<file path="src/sv/u8vc_pkg.sv">
// ----------------------------------------------------------------------------
// u8vc_pkg
// Types and codes shared by the UTF-8 validate and count unit and its checker.
// ----------------------------------------------------------------------------
package u8vc_pkg;

   typedef enum logic [1:0] {
      ERR_NONE  = 2'd0,
      ERR_LEAD  = 2'd1,
      ERR_CONT  = 2'd2,
      ERR_TRUNC = 2'd3
   } err_kind_type;

   localparam int unsigned COUNT_OUT_W = 21;

   typedef struct packed {
      logic [7:0] data_byte;
      logic       last;
   } req_payload_type;

   typedef struct packed {
      logic [COUNT_OUT_W-1:0] char_count;
      logic                   valid_res;
      err_kind_type           error_kind;
   } rsp_payload_type;

endpackage

</file>
<file path="src/sv/utf8_validate_and_count_unit.sv">
// ----------------------------------------------------------------------------
// utf8_validate_and_count_unit
// Relaxed UTF-8 checker and character counter, one byte per word.
// ----------------------------------------------------------------------------
// The unit takes one string byte per cycle. It updates a small
// sequence state (pending continuation bytes, count, first error) in the same
// cycle as the byte is taken. A word with last set produces one result, which
// is registered and shown in the next cycle, after which the state is back to
// reset for the next string. Words without last produce nothing. A new byte
// is taken every cycle unless a result waits in the output register while
// the result side stalls. The count saturates at MAX_CHARS; char_count shows
// its low 21 bits.
module utf8_validate_and_count_unit
   import u8vc_pkg::*;
#(
   parameter longint unsigned MAX_CHARS = 1048576
) (
   input  logic            clock,
   input  logic            reset,
   input  logic            req_valid,
   output logic            req_stall,
   input  req_payload_type req_payload,
   output logic            rsp_valid,
   input  logic            rsp_stall,
   output rsp_payload_type rsp_payload
);

   localparam int unsigned CNT_W = $clog2(MAX_CHARS + 64'd1);
   localparam logic [CNT_W-1:0] CNT_MAX = CNT_W'(MAX_CHARS);

   logic [1:0]       pending_ff, pending_in;
   logic [CNT_W-1:0] count_ff, count_in;
   err_kind_type     err_ff, err_in;
   logic             held_ff, held_in;
   logic             rsp_valid_ff, rsp_valid_in;
   rsp_payload_type  rsp_payload_ff, rsp_payload_in;

   logic             accept;
   logic [7:0]       b;
   logic [1:0]       pend_dec;
   logic             held_upd;
   err_kind_type     kind;
   logic [CNT_W+COUNT_OUT_W-1:0] count_wide;

   assign req_stall = rsp_valid_ff & rsp_stall;
   assign accept    = req_valid & ~req_stall;
   assign b         = req_payload.data_byte;

   // next sequence state for the byte on the input
   always_comb begin
      pending_in = pending_ff;
      count_in   = count_ff;
      err_in     = err_ff;
      held_in    = held_ff;
      pend_dec   = pending_ff - 2'd1;
      held_upd   = held_ff | (b[7:6] != 2'b10);
      if (err_ff == ERR_NONE) begin
         if (pending_ff != 2'd0) begin
            pending_in = pend_dec;
            held_in    = held_upd;
            if (pend_dec == 2'd0) begin
               held_in = 1'b0;
               if (held_upd) begin
                  err_in = ERR_CONT;
               end else if (count_ff != CNT_MAX) begin
                  count_in = count_ff + CNT_W'(1);
               end
            end
         end else if (b[7] == 1'b0) begin
            if (count_ff != CNT_MAX) begin
               count_in = count_ff + CNT_W'(1);
            end
         end else if (b[7:5] == 3'b110) begin
            pending_in = 2'd1;
         end else if (b[7:4] == 4'b1110) begin
            pending_in = 2'd2;
         end else if (b[7:3] == 5'b11110) begin
            pending_in = 2'd3;
         end else begin
            err_in = ERR_LEAD;
         end
      end
   end

   // result for a last byte: truncation wins over a held bad continuation
   always_comb begin
      kind = err_in;
      if (err_in == ERR_NONE && pending_in != 2'd0) begin
         kind = ERR_TRUNC;
      end
      count_wide                = {{COUNT_OUT_W{1'b0}}, count_in};
      rsp_payload_in.char_count = count_wide[COUNT_OUT_W-1:0];
      rsp_payload_in.valid_res  = (kind == ERR_NONE);
      rsp_payload_in.error_kind = kind;
      rsp_valid_in              = rsp_valid_ff & rsp_stall;
      if (accept && req_payload.last) begin
         rsp_valid_in = 1'b1;
      end
   end

   always_ff @(posedge clock) begin
      if (reset) begin
         pending_ff   <= 2'd0;
         count_ff     <= '0;
         err_ff       <= ERR_NONE;
         held_ff      <= 1'b0;
         rsp_valid_ff <= 1'b0;
      end else begin
         rsp_valid_ff <= rsp_valid_in;
         if (accept) begin
            if (req_payload.last) begin
               // drop the string state for the next string
               pending_ff <= 2'd0;
               count_ff   <= '0;
               err_ff     <= ERR_NONE;
               held_ff    <= 1'b0;
            end else begin
               pending_ff <= pending_in;
               count_ff   <= count_in;
               err_ff     <= err_in;
               held_ff    <= held_in;
            end
         end
      end
   end

   always_ff @(posedge clock) begin
      if (accept && req_payload.last) begin
         rsp_payload_ff <= rsp_payload_in;
      end
   end

   assign rsp_valid   = rsp_valid_ff;
   assign rsp_payload = rsp_payload_ff;

endmodule

</file>
<file path="config.mk">
export PLATFORM = sky130hd
export DESIGN_NAME = utf8_validate_and_count_unit
export DESIGN_NICKNAME = d
export VERILOG_FILES = /design/src/sv/u8vc_pkg.sv /design/src/sv/utf8_validate_and_count_unit.sv
export SDC_FILE = /design/constraint.sdc
export NUM_CORES = 1
export LEC_CHECK = 0
export BUFFER_PORTS_ARGS = -buffer_cell sky130_fd_sc_hd__buf_2
export CELL_PAD_IN_SITES_DETAIL_PLACEMENT = 1
export CELL_PAD_IN_SITES_GLOBAL_PLACEMENT = 2
export CORE_ASPECT_RATIO = 0.75
export CORE_MARGIN = 2
export CORE_UTILIZATION = 38
export CTS_CLUSTER_SIZE = 40
export DETAILED_ROUTE_END_ITERATION = 8
export PLACE_DENSITY = 0.91
export SYNTH_ARGS = -nofsm -noshare
export SYNTH_HDL_FRONTEND = slang
export SYNTH_SLANG_ARGS = --single-unit
</file>
<file path="constraint.sdc">
create_clock -name clock -period 5.8 [get_ports clock]
set_input_delay 0.58 -clock clock [delete_from_list [all_inputs] [get_ports clock]]
set_output_delay 0.58 -clock clock [all_outputs]
set_load 0.03 [all_outputs]
</file>
==> impl_metrics.yaml <==
worst_setup_path:
  required_ns: 6.04
  arrival_ns: 2.90
  cp_max_fo: 13
  r2r_start: "pending_ff[0]"
  cp-end-kind: "flop"
  r2r_cells: 5
  rr_endpoint: "count_ff[19]"
  crit_slowest_cell: "a211oi_2"
  r2r_slack_ns: 3.14
  crit_chain: "nand4bb_1 > a211oi_2 > nand3_1 > or4_1 > a21oi_1"
  cpPeakStageDelay_ns: 0.80
  cp-start-kind: "flop"
  crit_type: "reg -> reg"
clock_tree:
  cts_root_buf: "clkbuf_8"
  worst_skew_pair.late_latency_ns: 0.31
  postCtsSetupRepairBufs: 0
  tritoncts: "built"
  numClockSinks: 51
  htree_num_levels: 2
  clk_pin_slew_ns: 0.10
  cts_resized: 0
  hold_buffers: 0
  cts_buffers: 5
  clockBufferDepth: 2
final_layout:
  antennaDiodeCount: 0
  num-nets-final: 317
  drive_above_1_share_pct: 17.2
  final_util_pct: 43.3
  layout_commonest_cell: "buf_2"
  area_delta_synth_final_pct: 10.1
  final_cell_mix: "35 x buf_2, 27 x dfxtp_1, 24 x nand2_1, 24 x edfxtp_1"
timing:
  tightest_slew_ns: 1.07
  period_needed_ns: 2.66
  hold_viol: 0
  skew_ns: 0.00622
  setup-tns-final_ns: 0
  maxSlewHeadroom_pct: 28.5
  slew_viol_final: 0
  grt_setup_unrepaired: "false"
  period_share_pct: 45.9
  setup_violations: 0
  max_freq_ghz: 0.375
floorplanning:
  floorplan.initialDensity_pct: 39.3
  dieHeight_um: 76.7
  die_area_mm2: 0.00773
  io_pins: 39
  die_w_um: 101
  rows: 26
  core_area_mm2: 0.00680
grt:
  grt_pass1_wl_um: 11200
  grt_start_max_net_pins: 27
  grt_pass1_vias: 2190
  grt_usage_pct: 18.2
  grt_overflow: 0
  antenna_found_initial: 0
synth:
  async_reset_ff_share_pct: 0
  synth_area_mm2: 0.00268
  synth_seq_cells: 51
  synth_edf_count: 24
  syn_inst: 281
  netlist.area_leader.share_pct: 26.9
  synth_nets: 296
  synth_top_area_cell: "edfxtp_1"
  synth_area_leaders: "edfxtp_1 27%, dfxtp_1 20%, xnor2_1 4.6%"
  synth_top_flop_cell: "dfxtp_1"
  avgSynthCellArea_um2: 9.52
  yosysSeqAreaShare_pct: 47.1
  synth.yosys.warnings: 0
  synth_cell_types: 50
pwr:
  ir_worst_vdd_mv: 0.0915
  power_density_mw_per_mm2: 238
  power_leakage_nw: 1.05
place:
  portBuffers: 35
  dpl.hpwl_um: 4740
  place.gp.congestion: 0.837
job:
  maxCapViolations: 0
run_status:
  outcome: "finished, final reports clean"
detailed_routing:
  drtAntennaViolNets: 0
  via_per_inst: 5.78
  vias: 2235
  drc: 0
  drt-pass1-iter-count: 4
  wire_per_inst_um: 17.4
  first_iter_violations: 139
  routed_wl_um: 6740
worst_hold_path:
  hold_end: "count_ff[1]"
  min-delay-start: "count_ff[1]"
  whs_path_depth: 2
  hold_path_class: "reg -> reg"
[where the power goes]
| group | total, W | switching [W] | internal (W) |
|---|---|---|---|
| combinational | 0.0000912 | 0.0000628 | 0.0000284 |
| sequential | 0.000398 | 0.00000773 | 0.000391 |
| clock | 0.000210 | 0.000125 | 0.0000848 |
[metrics by stage]
step                      cells  area (µm²)  setup WS, ns  hold WS, ns  total power (W)
final                       387        2950          3.14        0.506         0.000700
after global routing        387        2950          2.95        0.540         0.000728
after CTS                   387        2950          3.14        0.511         0.000705
after detailed placement    379        2860          2.89        0.497         0.000498
after global placement      379        2860          2.86        0.476         0.000495
after floorplan             281        2680          3.76        0.457         0.000468
[synthesized netlist by cell type (all sizes together), types with 2 or more instances]
cell,n
nand3,13
a21boi,3
nand2b,7
clkbuf,12
edfxtp,24
buf,9
xnor2,14
nand4,6
xor2,5
ha,2
or2,2
dfxtp,27
nor3,8
nand2,24
a31oi,8
and4,2
a21o,2
nor4b,3
and2,3
inv,5
nor2,18
a21oi,18
and3,2
a41oi,8
o21ai,19
a22o,3
o21bai,2
or4,4
a211oi,4
o31ai,7
or3,5
nor4,6
[state kept, by name (all words and copies together), names as in the netlist]
signal and count:
pending_ff 2, rsp_payload 24, rsp_valid 1, count_ff 21, held_ff 1, err_ff 2
[worst max-delay path: cells and delay by family (launching register included)]
family / cells / cell delay, ns
AOI/OAI and AO/OA: 2 / 0.98
DFF: 1 / 0.50
and+or+nand+nor: 3 / 1.10
[logic make-up after synthesis]
family | after synthesis | synth area share, %
AND/OR/NAND/NOR | 104 | 22.0
AO/OA/AOI/OAI | 78 | 19.1
flip-flops | 51 | 47.1
buffers and inverters | 26 | 4.26
XOR/XNOR | 19 | 6.22
adder cells (fa/ha/maj) | 2 | 0.935
multiplexers | 1 | 0.374
[cell type report]
class | instances | area, µm²
multi-input cells | 204 | 1300
clock inverters | 2 | 12.5
flip-flops and latches | 51 | 1260
repair buffers | 35 | 175
fillers | 807 | 3850
well taps | 84 | 105
inverters | 5 | 18.8
clock buffers | 6 | 72.6
[worst max-delay path by stage]
stage,from,to
CTS,pending_ff[0],count_ff[19]
finish,pending_ff[0],count_ff[19]
detailed placement,req_payload[7],count_ff[19]
floorplan,req_valid,rsp_payload[0]
global placement,req_payload[7],count_ff[19]
global route,pending_ff[0],count_ff[19]
[metal layers]
layer	share of wire [%]	global-route usage, %	up-vias
li1	-	-	1088
met1	51	27.4	1093
met2	44	26.7	45
met3	3.6	3.28	9
met4	0.93	4.52	0
met5	0	0	-
No activity file was read; power rests on OpenSTA's default activity.
